--- src/rtl/core/hsss_pkg.sv ---
// hsss_pkg: shared types, constants and the half-step coil table for the
// half-step stepper sequencer. No dependencies.
package hsss_pkg;

  localparam int STEP_COUNT_BITS = 16;
  localparam int STEP_IN_W       = 16;
  localparam int DELAY_W         = 16;
  localparam int COIL_W          = 4;
  localparam int PHASE_W         = 3;
  localparam int DIR_W           = 2;

  localparam logic [DELAY_W-1:0] STEP_DELAY_RESET = DELAY_W'(100);
  localparam logic [PHASE_W-1:0] LAST_PHASE       = PHASE_W'(7);

  localparam logic [DIR_W-1:0] DIR_NONE = 2'd0;
  localparam logic [DIR_W-1:0] DIR_FWD  = 2'd1;
  localparam logic [DIR_W-1:0] DIR_REV  = 2'd2;

  localparam logic KIND_TICK = 1'b0;
  localparam logic KIND_CMD  = 1'b1;

  typedef enum logic [3:0] {
    SEQ_IDLE = 4'b0001,
    SEQ_FWD  = 4'b0010,
    SEQ_REV  = 4'b0100,
    SEQ_WAIT = 4'b1000
  } seq_state_t;

  typedef struct packed {
    seq_state_t                 seq;
    logic [PHASE_W-1:0]         phase;
    logic [STEP_COUNT_BITS-1:0] steps_left;
    logic [DELAY_W-1:0]         wait_count;
    logic                       resume_reverse;
    logic [DIR_W-1:0]           pending_dir;
    logic [STEP_COUNT_BITS-1:0] pending_steps;
    logic                       busy;
    logic [COIL_W-1:0]          coil;
  } seq_regs_t;

  typedef struct packed {
    logic [COIL_W-1:0] coil_drive;
    logic              busy_res;
    logic              cmd_rejected;
    logic              step_taken;
  } step_result_t;

  function automatic logic [COIL_W-1:0] coil_pattern(input logic [PHASE_W-1:0] ph);
    logic [COIL_W-1:0] pat;
    case (ph)
      3'd0:    pat = 4'h1;
      3'd1:    pat = 4'h5;
      3'd2:    pat = 4'h4;
      3'd3:    pat = 4'h6;
      3'd4:    pat = 4'h2;
      3'd5:    pat = 4'hA;
      3'd6:    pat = 4'h8;
      default: pat = 4'h9;
    endcase
    return pat;
  endfunction

endpackage

--- src/rtl/core/half_step_stepper_sequencer.sv ---
// half_step_stepper_sequencer: top level, input register, sequencer state and
// result register. Depends on hsss_pkg and hsss_step_core.
//
//   channel  handshake               payload
//   in       in_valid / in_stall     kind, direction, step_count
//   out      out_valid / out_stall   coil_drive, busy_res, cmd_rejected, step_taken
//   cfg      cfg_valid / cfg_ready   cfg_data (step_delay)
//
// one item per cycle unless out_stall holds; items pass input, then result register
// rst is synchronous and returns the sequencer to idle, coils off, step_delay 100
// a stalled result holds the input register; in_stall rises only when both are full
// cfg_ready is always high
module half_step_stepper_sequencer (
  input  logic                               clk,
  input  logic                               rst,
  input  logic                               in_valid,
  output logic                               in_stall,
  input  logic                               kind,
  input  logic [hsss_pkg::DIR_W-1:0]         direction,
  input  logic [hsss_pkg::STEP_IN_W-1:0]     step_count,
  output logic                               out_valid,
  input  logic                               out_stall,
  output logic [hsss_pkg::COIL_W-1:0]        coil_drive,
  output logic                               busy_res,
  output logic                               cmd_rejected,
  output logic                               step_taken,
  input  logic                               cfg_valid,
  output logic                               cfg_ready,
  input  logic [hsss_pkg::DELAY_W-1:0]       cfg_data
);

  logic                               s1_valid;
  logic                               s1_kind;
  logic [hsss_pkg::DIR_W-1:0]         s1_direction;
  logic [hsss_pkg::STEP_IN_W-1:0]     s1_step_count;
  logic [hsss_pkg::DELAY_W-1:0]       step_delay;
  hsss_pkg::seq_regs_t                regs;
  hsss_pkg::seq_regs_t                regs_next;
  hsss_pkg::step_result_t             res_next;
  logic                               advance;

  assign advance   = !out_valid || !out_stall;
  assign in_stall  = s1_valid && !advance;
  assign cfg_ready = 1'b1;

  hsss_step_core u_core (
    .cur        (regs),
    .kind       (s1_kind),
    .direction  (s1_direction),
    .step_count (s1_step_count),
    .step_delay (step_delay),
    .nxt        (regs_next),
    .res        (res_next)
  );

  // input register
  always_ff @(posedge clk) begin
    if (rst) begin
      s1_valid <= 1'b0;
    end else if (!in_stall) begin
      s1_valid <= in_valid;
    end
    if (!in_stall && in_valid) begin
      s1_kind       <= kind;
      s1_direction  <= direction;
      s1_step_count <= step_count;
    end
  end

  // sequencer state and configuration
  always_ff @(posedge clk) begin
    if (rst) begin
      step_delay          <= hsss_pkg::STEP_DELAY_RESET;
      regs.seq            <= hsss_pkg::SEQ_IDLE;
      regs.phase          <= '0;
      regs.steps_left     <= '0;
      regs.wait_count     <= '0;
      regs.resume_reverse <= 1'b0;
      regs.pending_dir    <= hsss_pkg::DIR_NONE;
      regs.pending_steps  <= '0;
      regs.busy           <= 1'b0;
      regs.coil           <= '0;
    end else begin
      if (cfg_valid && cfg_ready) begin
        step_delay <= cfg_data;
      end
      if (s1_valid && advance) begin
        regs <= regs_next;
      end
    end
  end

  // result register
  always_ff @(posedge clk) begin
    if (rst) begin
      out_valid <= 1'b0;
    end else if (s1_valid && advance) begin
      out_valid <= 1'b1;
    end else if (!out_stall) begin
      out_valid <= 1'b0;
    end
    if (s1_valid && advance) begin
      coil_drive   <= res_next.coil_drive;
      busy_res     <= res_next.busy_res;
      cmd_rejected <= res_next.cmd_rejected;
      step_taken   <= res_next.step_taken;
    end
  end

endmodule

--- src/rtl/core/hsss_step_core.sv ---
// hsss_step_core: next-state and result logic for one item (tick or command).
// Depends on hsss_pkg.
module hsss_step_core (
  input  hsss_pkg::seq_regs_t                 cur,
  input  logic                                kind,
  input  logic [hsss_pkg::DIR_W-1:0]          direction,
  input  logic [hsss_pkg::STEP_IN_W-1:0]      step_count,
  input  logic [hsss_pkg::DELAY_W-1:0]        step_delay,
  output hsss_pkg::seq_regs_t                 nxt,
  output hsss_pkg::step_result_t              res
);

  localparam int CntW = hsss_pkg::STEP_COUNT_BITS;
  localparam int InW  = hsss_pkg::STEP_IN_W;

  logic [CntW-1:0] cnt_sat;
  logic [CntW-1:0] steps_dec;
  logic            dir_ok;
  logic            rejected;
  logic            stepped;

  // saturate the requested count to the counter width
  if (CntW >= InW) begin : g_cnt_wide
    assign cnt_sat = CntW'(step_count);
  end else begin : g_cnt_narrow
    assign cnt_sat = ((step_count >> CntW) != '0) ? '1 : step_count[CntW-1:0];
  end

  assign dir_ok    = (direction == hsss_pkg::DIR_FWD) || (direction == hsss_pkg::DIR_REV);
  assign steps_dec = (cur.steps_left != '0) ? cur.steps_left - CntW'(1) : '0;

  always_comb begin
    nxt      = cur;
    rejected = 1'b0;
    stepped  = 1'b0;
    if (kind == hsss_pkg::KIND_CMD) begin
      if (!dir_ok || (cnt_sat == '0) || cur.busy) begin
        rejected = 1'b1;
      end else begin
        nxt.busy          = 1'b1;
        nxt.pending_dir   = direction;
        nxt.pending_steps = cnt_sat;
      end
    end else begin
      unique case (cur.seq)
        hsss_pkg::SEQ_IDLE: begin
          if ((cur.pending_dir == hsss_pkg::DIR_FWD) ||
              (cur.pending_dir == hsss_pkg::DIR_REV)) begin
            if (cur.pending_steps != '0) begin
              nxt.steps_left = cur.pending_steps;
              nxt.seq        = (cur.pending_dir == hsss_pkg::DIR_FWD) ?
                               hsss_pkg::SEQ_FWD : hsss_pkg::SEQ_REV;
              nxt.busy       = 1'b1;
            end else begin
              nxt.busy = 1'b0;
            end
          end
          nxt.pending_dir   = hsss_pkg::DIR_NONE;
          nxt.pending_steps = '0;
        end
        hsss_pkg::SEQ_FWD, hsss_pkg::SEQ_REV: begin
          nxt.coil       = hsss_pkg::coil_pattern(cur.phase);
          nxt.phase      = (cur.seq == hsss_pkg::SEQ_FWD) ?
                           cur.phase + hsss_pkg::PHASE_W'(1) :
                           cur.phase + hsss_pkg::LAST_PHASE;
          stepped        = 1'b1;
          nxt.steps_left = steps_dec;
          if (steps_dec == '0) begin
            nxt.seq  = hsss_pkg::SEQ_IDLE;
            nxt.busy = 1'b0;
          end else begin
            nxt.resume_reverse = (cur.seq == hsss_pkg::SEQ_REV);
            nxt.wait_count     = '0;
            nxt.seq            = hsss_pkg::SEQ_WAIT;
          end
        end
        hsss_pkg::SEQ_WAIT: begin
          if (cur.wait_count >= step_delay) begin
            nxt.wait_count = '0;
            nxt.seq        = cur.resume_reverse ? hsss_pkg::SEQ_REV : hsss_pkg::SEQ_FWD;
          end else begin
            nxt.wait_count = cur.wait_count + hsss_pkg::DELAY_W'(1);
          end
        end
        default: begin
          nxt.seq = hsss_pkg::SEQ_IDLE;
        end
      endcase
    end
  end

  assign res.coil_drive   = nxt.coil;
  assign res.busy_res     = nxt.busy;
  assign res.cmd_rejected = rejected;
  assign res.step_taken   = stepped;

endmodule
--- config.mk ---
export PLATFORM = sky130hd
export DESIGN_NAME = half_step_stepper_sequencer
export DESIGN_NICKNAME = d
export VERILOG_FILES = /design/src/rtl/core/hsss_pkg.sv /design/src/rtl/core/half_step_stepper_sequencer.sv /design/src/rtl/core/hsss_step_core.sv
export SDC_FILE = /design/constraint.sdc
export NUM_CORES = 1
export LEC_CHECK = 0
export BUFFER_PORTS_ARGS = -buffer_cell sky130_fd_sc_hd__buf_2
export CORE_MARGIN = 5
export CORE_UTILIZATION = 54
export CTS_CLUSTER_DIAMETER = 80
export CTS_CLUSTER_SIZE = 16
export DETAILED_ROUTE_END_ITERATION = 10
export PLACE_DENSITY = 0.8
export SYNTH_ARGS = -nofsm -noshare
export SYNTH_HDL_FRONTEND = slang
export SYNTH_SLANG_ARGS = --single-unit
--- constraint.sdc ---
create_clock -name clk -period 2.58 [get_ports clk]
set_input_delay 0.516 -clock clk [delete_from_list [all_inputs] [get_ports clk]]
set_output_delay 0.516 -clock clk [all_outputs]
set_load 0.05 [all_outputs]
==> results of run 1 <==
-- cells by family after synthesis --
| family | after synthesis | share of synthesized area [%] |
|---|---|---|
| fa+ha+maj | 20 | 4.69 |
| compound gates | 162 | 20.4 |
| buf+inv | 55 | 4.24 |
| other cells | 1 | 0.0682 |
| simple gates | 244 | 22.5 |
| mux | 18 | 3.42 |
| xor+xnor | 6 | 0.956 |
| flops | 107 | 43.7 |
-- cells in the mapped netlist (all sizes together) (5+ instances only) --
| master | instances | share of area (%) |
|---|---|---|
| a211oi | 8 | 1.1 |
| a21o | 5 | 0.68 |
| a21oi | 47 | 4.3 |
| a22oi | 9 | 1.2 |
| a32o | 13 | 2.4 |
| and3 | 6 | 0.68 |
| buf | 7 | 0.96 |
| clkbuf | 24 | 1.6 |
| dfxtp | 81 | 30 |
| edfxtp | 26 | 14 |
| ha | 19 | 4.3 |
| inv | 24 | 1.6 |
| mux2i | 15 | 2.7 |
| nand2 | 69 | 4.7 |
| nand3 | 32 | 2.9 |
| nor2 | 62 | 4.2 |
| nor2b | 8 | 0.91 |
| nor3 | 17 | 1.7 |
| nor3b | 5 | 0.77 |
| nor4 | 19 | 2.8 |
| o211ai | 8 | 1.1 |
| o21ai | 30 | 2.7 |
| o221ai | 8 | 1.3 |
| o31ai | 6 | 0.82 |
| or3 | 5 | 0.57 |
-- path summary, 6_finish.rpt --
path	start	endpoint	slack, ps	depth (start not counted)
setup / recovery	regs[41]$_SDFFE_PP0P_	regs[27]$_SDFFE_PP0P_	20	9
hold / removal	direction[0]	s1_direction[0]$_DFFE_PP_	290	1
setup reg to reg	regs[41]$_SDFFE_PP0P_	regs[27]$_SDFFE_PP0P_	20	9
hold reg to reg	regs[21]$_SDFFE_PP0P_	regs[21]$_SDFFE_PP0P_	470	2
-- layout by cell type (no fill, tap or decap), types with 9 or more instances in the layout --
| cell | count |
|---|---|
| inv_1 | 23 |
| buf_2 | 48 |
| nor4_1 | 16 |
| ha_1 | 18 |
| clkbuf_8 | 9 |
| mux2i_1 | 15 |
| dfxtp_1 | 79 |
| nand2_1 | 69 |
| buf_4 | 47 |
| edfxtp_1 | 26 |
| nor3_1 | 15 |
| a22oi_1 | 9 |
| nand3_1 | 32 |
| a21oi_1 | 46 |
| nor2_1 | 61 |
| o21ai_0 | 25 |
| a32o_1 | 12 |
-- metrics by stage --
stage	cells	utilization (%)
after floorplan	613	-
after global placement	807	62.0
after detailed placement	807	62.0
after CTS	826	64.2
after global routing	829	65.3
final	829	65.3
-- area by class of cell --
type	instances	area (um^2)	area share (%)
Inverter	24	92.6	1.44
Timing Repair Buffer	97	624	9.69
Clock inverter	6	51.3	0.796
Clock buffer	10	128	1.98
Multi-Input combinational cell	452	2970	46.1
Sequential cell	107	2410	37.4
Tap cell	133	166	2.58
-- sequential cells by signal, summed over array words and instances, names as in the netlist --
signal,cells
regs,63
coil_drive,4
out_valid,1
s1_direction,2
cmd_rejected,1
s1_kind,1
step_delay,16
step_taken,1
s1_step_count,16
busy_res,1
s1_valid,1
-- report_power, final --
| group | internal (mW) | total (mW) | switching, mW |
|---|---|---|---|
| registers | 1.76 | 1.79 | 0.0286 |
| logic | 0.0991 | 0.254 | 0.155 |
| clock network | 0.362 | 0.952 | 0.590 |
| total | 2.22 | 3.00 | 0.774 |
-- routing by layer --
metal | track usage (%) | vias up | share of wire, %
met2 | 35.0 | 152 | 49
met4 | 7.47 | 0 | 2.1
met5 | 0 | - | 0
met1 | 27.4 | 2344 | 43
met3 | 4.26 | 28 | 5.7
li1 | - | 2441 | -
-- what timing repair did --
| action | in CTS | in global routing |
|---|---|---|
| resized for setup | 5 | 19 |
| gates cloned | 0 | 1 |
| buffers inserted | 3 | 2 |
| hold endpoints to repair | 0 | 0 |
| endpoints found under the setup margin | 17 | 18 |
| pin swaps | 2 | 10 |
-- critical path, stage by stage (launching register included) --
cell and delay (ps):
dfxtp_4 380, or4_4 550, o21ai_2 160, nand4b_1 150, buf_6 170, a2111oi_4 370
buf_4 210, a21oi_4 100, o221ai_2 220, a32o_1 180
==> summary.md, run 1 <==
| Metric | Value |
|---|---|
| First-pass GRT wire length | 21700 um |
| Overall power | 3.00 mW |
| GRT overflow | 0 |
| Clock Skews | 9.93 ps |
| Fin crit share | 99.3% |
| Critical path type | flip-flop to flip-flop |
| Slew Viols, Final | 0 |
| Predominant post-synthesis flop cell | dfxtp_1 |
| I/O Buffers | 48 |
| Fin Setup TNS | 0 ps |
| Cell area after placement | 6110 um^2 |
| FILL cells | 812 |
| CTS Buf Count | 9 |
| Clk slew on worst S/H paths | 100 ps |
| Hold_ws | 294 ps |
| Vias in the first global route | 4537 |
| CTS Hold Bufs | 0 |
| Post-synth EDFFs | 26 |
| Vias post-DR | 4965 |
| Fraction of layout cells with a size suffix above 1 | 21.0% |
| Synthesized instance count | 613 |
| WL per Instance | 16.1 um |
| Syn_nets | 673 |
| Via density | 5.99 |
| Initial drt markers | 395 |
| #FFs+latches synth | 107 |
| CP required | 2910 ps |
| Worst skew pair latency | 390 ps |
| Outcome | complete, no violations |
| Nature of the critical path endpoint | flip-flop |
| TritonCTS clock tree | built |
| Number of primary I/O pins | 50 |
| Area Overhead vs Synth | 17.3% |
| First-pass DRT Iterations | 5 |
| CP Max Fanout | 5 |
| Post-layout nets | 751 |
| Crit path launch type | flip-flop |
| Pwr dens | 465 nW/um^2 |
| # H-tree levels | 3 |
| Die height | 111 um |
| Initial antenna violation count | 0 |
| Post-place setup slack | -160 ps |
| Slew @ Worst Pin | 608 ps |
| Final hold viol count | 0 |
| Setup ws final | 19.3 ps |
| Max-cap violation count | 0 |
| Post-DP HPWL | 9550 um |
| Hold WC Path Type | input port to flip-flop |
| VDD IR max | 0.533 mV |
| LEAKAGE | 2.46 nW |
| Std-Cell Core Area | 9860 um^2 |
| Yosys warns | 0 |
| Clk root buf | clkbuf_8 |
| Starting Density | 55.7% |
| Placer Congestion | 0.900 |
| Max_slew headroom | 58.9% |
| Min Tclk post-route | 2560 ps |
| RSZ-0062 raised after global routing | yes |
| Chip width | 111 um |
| CTS Sinks | 107 |
| Syn avg cell area | 8.96 um^2 |
| GRT Total Usage | 21.1% |
| DRC | 0 |
| Seq/Total Area, Yosys | 43.7% |
| Total die area | 12300 um^2 |
| Synth cell types | 69 |
| Row cnt | 36 |
| Largest net degree at the start of global routing | 43 |
| WP data arrival | 2890 ps |
| Final instance area | 6440 um^2 |
| Fmax | 391 MHz |
| Final setup viols | 0 |
| Fraction of registers with async set/reset | 0% |
| Clock buffer depth | 2 |
| Post-Route WL | 13400 um |
| Antenna Nets Post-Route | 0 |
| # diodes | 0 |
| Synth Cell Area | 5500 um^2 |
Power figures use the tool's default switching activity.
==> inputs of run 2 (changes only) <==
Settings changed: SETUP_SLACK_MARGIN set to 0.3.
==> run 2 against run 1 <==
Effect of this change: the run now ends with setup timing left; flip-flop and latch count did not move; first-iteration DRC count grew 25%; worst hold slack worse by 0.58 ps; power increased by 8.8%; maximum frequency decreased by 1.8%; critical path type unchanged; largest cell class unchanged.
==> summary.md, run 2 (same netlist as run 1, synthesis figures left out) <==
| Metric | Value |
|---|---|
| Outcome | finished with violations |
| Failing checks | setup timing |
| VDD IR max | 0.613 mV (+15%) |
| Initial antenna violation count | 0 (unchanged) |
| Slew @ Worst Pin | 893 ps (+284 ps) |
| Starting Density | 55.7% (unchanged) |
| Clk root buf | clkbuf_8 |
| Area Overhead vs Synth | 25.3% |
| Antenna Nets Post-Route | 0 (unchanged) |
| Top reg by flops | regs |
| LEAKAGE | 2.62 nW (+6.4%) |
| First-pass DRT Iterations | 7 (+2) |
| Worst setup startpoint | regs[41]$_SDFFE_PP0P_ |
| CTS Sinks | 107 (unchanged) |
| CTS Hold Bufs | 0 (unchanged) |
| Pwr dens | 474 nW/um^2 (+1.8%) |
| Std-Cell Core Area | 9860 um^2 (unchanged) |
| GRT Total Usage | 22.7% (+1.6 points) |
| Initial drt markers | 493 (+25%) |
| WL per Instance | 17.2 um (+6.9%) |
| Via density | 6.16 (+2.8%) |
| Chip width | 111 um (unchanged) |
| Leading cell type in the layout, fill and taps excluded | dfxtp_1 |
| Clock Skews | 16.9 ps (+6.99 ps) |
| I/O Buffers | 48 (unchanged) |
| Critical path type | flip-flop to flip-flop |
| Placer Congestion | 0.928 (+3.1%) |
| Setup ws final | -27.6 ps (-46.8 ps) |
| CTS Buf Count | 9 (unchanged) |
| Post-DP HPWL | 9440 um (-1.1%) |
| CP max stage delay | 580 ps (+30 ps) |
| Hold WC Path Type | input port to flip-flop |
| Clock buffer depth | 2 (unchanged) |
| DRC | 0 (unchanged) |
| Vias in the first global route | 5016 (+11%) |
| Fin util | 69.8% (+4.5 points) |
| # diodes | 0 (unchanged) |
| CP required | 2720 ps (-190 ps) |
| TritonCTS clock tree | built |
| Min Tclk post-route | 2610 ps (+46.8 ps) |
| Post-layout nets | 767 (+2.1%) |
| Number of primary I/O pins | 50 (unchanged) |
| Final setup viols | 5 (+5) |
| Hold_ws | 293 ps (-0.580 ps) |
| Final hold viol count | 0 (unchanged) |
| Max_slew headroom | 40.1% (-19 points) |
| Fraction of layout cells with a size suffix above 1 | 26.5% (+5.6 points) |
| Post-Route WL | 14600 um (+9.0%) |
| Die height | 111 um (unchanged) |
| Crit-path leading delay family | simple AND/OR/NAND/NOR gates |
| Largest register FFs | 63 (unchanged) |
| Dominant cell type by count on the critical path | buf_6 |
| First-pass GRT wire length | 23400 um (+7.8%) |
| Worst skew pair latency | 390 ps (about the same) |
| RR Startpoint | regs[41]$_SDFFE_PP0P_ |
| WP data arrival | 2750 ps (-140 ps) |
| Clk slew on worst S/H paths | 110 ps (about the same) |
| Worst Hold Launch | step_count[12] |
| Slew Viols, Final | 0 (unchanged) |
| # H-tree levels | 3 (unchanged) |
| RSZ-0062 raised after global routing | yes |
| Fmax | 384 MHz (-1.8%) |
| Non-Filler Instances | 845 (+1.9%) |
| Total die area | 12300 um^2 (unchanged) |
| Crit path launch type | flip-flop |
| WP buf/inv | 3 (+1) |
| Regs by FF count | regs: 63 flops, s1_step_count: 16 flops, step_delay: 16 flops |
| Largest net degree at the start of global routing | 34 (-21%) |
| GRT overflow | 0 (unchanged) |
| CP Cell Sequence | or4_4, buf_6, o21ai_4, nand4b_1, buf_6, a2111oi_4, buf_4, nand2_4, o211ai_1, nand2_1 |
| CP Max Fanout | 4 (-1) |
| Commonest non-fill, non-tap cells in the layout | dfxtp_1 (76), nand2_1 (65), nor2_1 (61) |
| Crit path max-delay cell type | or4_4 |
| Post-place setup slack | -120 ps (+39.4 ps) |
| Row cnt | 36 (unchanged) |
| Fin crit share | 101% (+1.8 points) |
| Nature of the critical path endpoint | flip-flop |
| Placed Cells | 799 (-0.99%) |
| Max-cap violation count | 0 (unchanged) |
| Vias post-DR | 5204 (+4.8%) |
run 2: cell types whose count changed in the layout (fill, tap and decap cells not counted), sizes merged:
| cell | before | now |
|---|---|---|
| buf | 97 | 112 |
| bufinv | 0 | 2 |
| clkinv | 2 | 1 |
run 2: worst reg2reg max path, cell delays in order (launching register included):
cell and delay, ps:
dfxtp_4 360, or4_4 580, buf_6 150, o21ai_4 130, nand4b_1 120, buf_6 160
a2111oi_4 320, buf_4 200, nand2_4 50, o211ai_1 200, nand2_1 90
run 2: per-layer routing:
layer  wire, um  up-vias  global-route usage, %
met5          0        -                      0
met2       7140      238                   38.3
met4        356        0                   9.20
met3       1010       39                   4.80
li1           -     2476                      -
met1       6040     2451                   28.3
run 2: what timing repair did:
item | 4_1_cts | 5_1_grt
gates cloned | 1 | 1
buffers inserted | 20 | 8
resized for setup | 21 | 42
pin swaps | 18 | 28
setup endpoints to repair | 26 | 36
run 2: worst paths after layout:
check                                              endpoint  cells after the start  slack (ps)
worst min register to register        regs[21]$_SDFFE_PP0P_                      2         480
worst max register to register           busy_res$_DFFE_PP_                     10         -30
worst min-delay path            s1_step_count[12]$_DFFE_PP_                      1         290
worst max-delay path                     busy_res$_DFFE_PP_                     10         -30
run 2: layout make-up:
cell class              count  area [um^2]
clock buffers               9          124
clock inverters             7          115
fillers                   721         2980
inverters                  24         90.1
multi-input cells         452         3160
flip-flops and latches    107         2410
well taps                 133          166
repair buffers            113          821
run 2: stage by stage:
step	power, mW	instance area, um^2	setup TNS (ps)
floorplan	1.99	5550	0
global placement	2.07	6110	-30.3
detailed placement	2.07	6110	-752
CTS	3.27	6600	0
global route	3.39	6890	-1050
finish	3.26	6890	-82.2
run 2: report_power, final:
part | switching, mW | leakage [nW] | internal [mW]
registers | 0.0275 | 0.913 | 1.76
clock network | 0.627 | 0.117 | 0.571
logic | 0.167 | 1.59 | 0.106
total | 0.822 | 2.62 | 2.44
==> inputs of run 3 (changes only) <==
--- a/config.mk
+++ b/config.mk
@@ -8,9 +8,9 @@
 export BUFFER_PORTS_ARGS = -buffer_cell sky130_fd_sc_hd__buf_2
 export CORE_MARGIN = 5
-export CORE_UTILIZATION = 54
+export CORE_UTILIZATION = 26
 export CTS_CLUSTER_DIAMETER = 80
 export CTS_CLUSTER_SIZE = 16
 export DETAILED_ROUTE_END_ITERATION = 10
-export PLACE_DENSITY = 0.8
+export PLACE_DENSITY = 0.47
 export SETUP_SLACK_MARGIN = 0.3
 export SYNTH_ARGS = -nofsm -noshare
==> constraint.sdc (replaced) <==
create_clock -name clk -period 2.58 [get_ports clk]
set_input_delay 0.258 -clock clk [delete_from_list [all_inputs] [get_ports clk]]
set_output_delay 0.258 -clock clk [all_outputs]
set_load 0.05 [all_outputs]
==> run 3 against run 2 <==
Effect of this change: the run now ends clean; non-clock buffer count up 14; global-route usage down 10 points; sequential share of layout area down 2.0 points; die area up 96%; largest cell class unchanged; register-to-register slack better by 95 ps; via count down 3.9%.
==> summary.md, run 3 (same netlist as run 1, synthesis figures left out) <==
| Metric | Value |
|---|---|
| Post-DP HPWL | 10400 um (+10%) |
| Crit path launch type | flip-flop |
| Clock buffer depth | 2 (unchanged) |
| # diodes | 0 (unchanged) |
| P_int | 2.58 mW (+5.6%) |
| Fraction of layout cells with a size suffix above 1 | 28.8% (+2.2 points) |
| LEAKAGE | 2.75 nW (+4.9%) |
| Clk root buf | clkbuf_16 |
| Flop2flop setup slack | 70 ps (+100 ps) |
| TritonCTS clock tree | built |
| Overall power | 3.52 mW (+7.8%) |
| Slew Viols, Final | 0 (unchanged) |
| VDD IR max | 0.339 mV (-45%) |
| Max_slew headroom | 37.5% (-2.5 points) |
| Slew @ Worst Pin | 931 ps (+37.7 ps) |
| CTS Buf Count | 9 (unchanged) |
| Placed Cells | 953 (+19%) |
| Final setup viols | 0 (-5) |
| Largest register FFs | 63 (unchanged) |
| DRC | 0 (unchanged) |
| WP data arrival | 2620 ps (-130 ps) |
| CP required | 2680 ps (-40 ps) |
| Setup ws final | 67.7 ps (+95.3 ps) |
| # H-tree levels | 3 (unchanged) |
| Leading cell type in the layout, fill and taps excluded | dfxtp_1 |
| Min Tclk post-route | 2510 ps (-95.3 ps) |
| Final instance area | 7300 um^2 (+6.0%) |
| Placer Congestion | 0.852 (-8.2%) |
| Crit path max-delay cell type | or4_4 |
| Clk slew on worst S/H paths | 80 ps (-30 ps) |
| Post-Route WL | 15300 um (+5.4%) |
| Commonest non-fill, non-tap cells in the layout | dfxtp_1 (77), nand2_1 (65), nor2_1 (61) |
| Net Sw Frac | 26.7% (+1.5 points) |
| Initial antenna violation count | 0 (unchanged) |
| FILL cells | 2155 (+200%) |
| Post-layout nets | 781 (+1.8%) |
| Vias in the first global route | 4842 (-3.5%) |
| Net Switching | 939 uW (+14%) |
| Pwr dens | 482 nW/um^2 (+1.7%) |
| RSZ-0062 raised after global routing | yes |
| Nature of the critical path endpoint | flip-flop |
| Fmax | 398 MHz (+3.8%) |
| I/O Buffers | 48 (unchanged) |
| CTS Sinks | 107 (unchanged) |
| Outcome | complete, no violations |
| GRT Total Usage | 12.6% (-10 points) |
| Clock Skews | 14.3 ps (-2.65 ps) |
| Number of primary I/O pins | 50 (unchanged) |
| Total die area | 24100 um^2 (+96%) |
| Starting Density | 26.3% (-29 points) |
| Max-cap violation count | 0 (unchanged) |
| Chip width | 155 um (+40%) |
| CTS Hold Bufs | 0 (unchanged) |
| Combinational cell fraction of total power | 8.1% (-0.3 points) |
| Final hold viol count | 0 (unchanged) |
| Area Overhead vs Synth | 32.9% |
| CP Max Fanout | 5 (+1) |
| Largest net degree at the start of global routing | 77 (+130%) |
| Regs by FF count | regs: 63 flops, s1_step_count: 16 flops, step_delay: 16 flops |
| Fin crit share | 97.4% (-3.7 points) |
| Clk pwr share | 41.0% (+4.3 points) |
| GRT overflow | 0 (unchanged) |
| First-pass DRT Iterations | 4 (-3) |
| CP Cell Sequence | or4_4, o21ai_4, nand4b_1, buf_6, a2111oi_4, buf_4, nand2_4, o211ai_1, nand2_1 |
| Via density | 5.00 (-19%) |
| Critical path type | flip-flop to flip-flop |
| Fin Setup TNS | 0 ps (+82.2 ps) |
| Std-Cell Core Area | 20900 um^2 (+110%) |
| Hold WC Path Type | input port to flip-flop |
| CP max stage delay | 590 ps (about the same) |
| WL per Instance | 15.3 um (-11%) |
| WHS Path Cells | 1 (unchanged) |
| Non-Filler Instances | 1001 (+18%) |
| Antenna Nets Post-Route | 0 (unchanged) |
| Row cnt | 53 (+47%) |
| Post-place setup slack | -143 ps (-23.0 ps) |
| Worst r2r path cells | 9 (-1) |
| Cell area after placement | 6370 um^2 (+4.4%) |
| Initial drt markers | 287 (-42%) |
| Die height | 155 um (+40%) |
| Seq pwr share | 50.9% (-4.0 points) |
| Vias post-DR | 5001 (-3.9%) |
| Top reg by flops | regs |
| Worst skew pair latency | 370 ps (-20 ps) |
| First-pass GRT wire length | 24800 um (+6.3%) |
## run 3: changes by cell type in the layout (fill, tap and decap cells not counted), sizes merged
cell | before | now
bufinv | 2 | 0
clkinvlp | 1 | 0
inv | 27 | 28
buf | 112 | 126
clkinv | 1 | 3
## run 3: layout make-up
type / count / area (um^2) / share of cell area (%)
Clock inverter: 7 / 86.3 / 1.18
Inverter: 24 / 95.1 / 1.30
Clock buffer: 9 / 225 / 3.08
Tap cell: 275 / 344 / 4.71
Sequential cell: 107 / 2410 / 33.0
Multi-Input combinational cell: 452 / 3210 / 43.9
Timing Repair Buffer: 127 / 930 / 12.7
## run 3: timing repair
item | CTS | global route
endpoints found under the setup margin | 25 | 45
setup buffers | 20 | 9
cloned | 0 | 3
gates resized for setup | 29 | 48
pin swaps | 20 | 28
## run 3: critical path, delay by kind of cell, from the launching register on
family	cells	cell delay (ps)
compound gates	3	650
buf+inv	2	360
flops	1	370
simple gates	4	880
## run 3: routing by layer
| layer | global-route usage (%) | up-vias | routed length [um] |
|---|---|---|---|
| met3 | 2.61 | 16 | 699 |
| li1 | - | 2506 | - |
| met1 | 17.6 | 2370 | 7430 |
| met2 | 19.5 | 109 | 6970 |
| met4 | 4.21 | 0 | 238 |
| met5 | 0 | - | 0 |
## run 3: path summary, 6_finish.rpt
check                                            from                           to
worst max-delay path            regs[41]$_SDFFE_PP0P_           busy_res$_DFFE_PP_
worst min-delay path                   step_count[13]  s1_step_count[13]$_DFFE_PP_
worst max register to register  regs[41]$_SDFFE_PP0P_           busy_res$_DFFE_PP_
worst min register to register  regs[22]$_SDFFE_PP0P_        regs[22]$_SDFFE_PP0P_
## run 3: per-stage QoR
step / hold slack [ps] / util, %
final: 61.0 / 35.0
after CTS: 36.8 / 33.3
after global routing: 30.7 / 35.0
after floorplan: 357 / -
after global placement: 434 / 30.5
after detailed placement: 436 / 30.5
## run 3: power by group through the flow
stage	clock, mW	sequential [mW]	combinational (mW)
finish	1.44	1.79	0.285
global route	1.57	1.80	0.318
CTS	1.51	1.79	0.272
global placement	0	1.83	0.250
floorplan	0	1.84	0.149
detailed placement	0	1.83	0.255
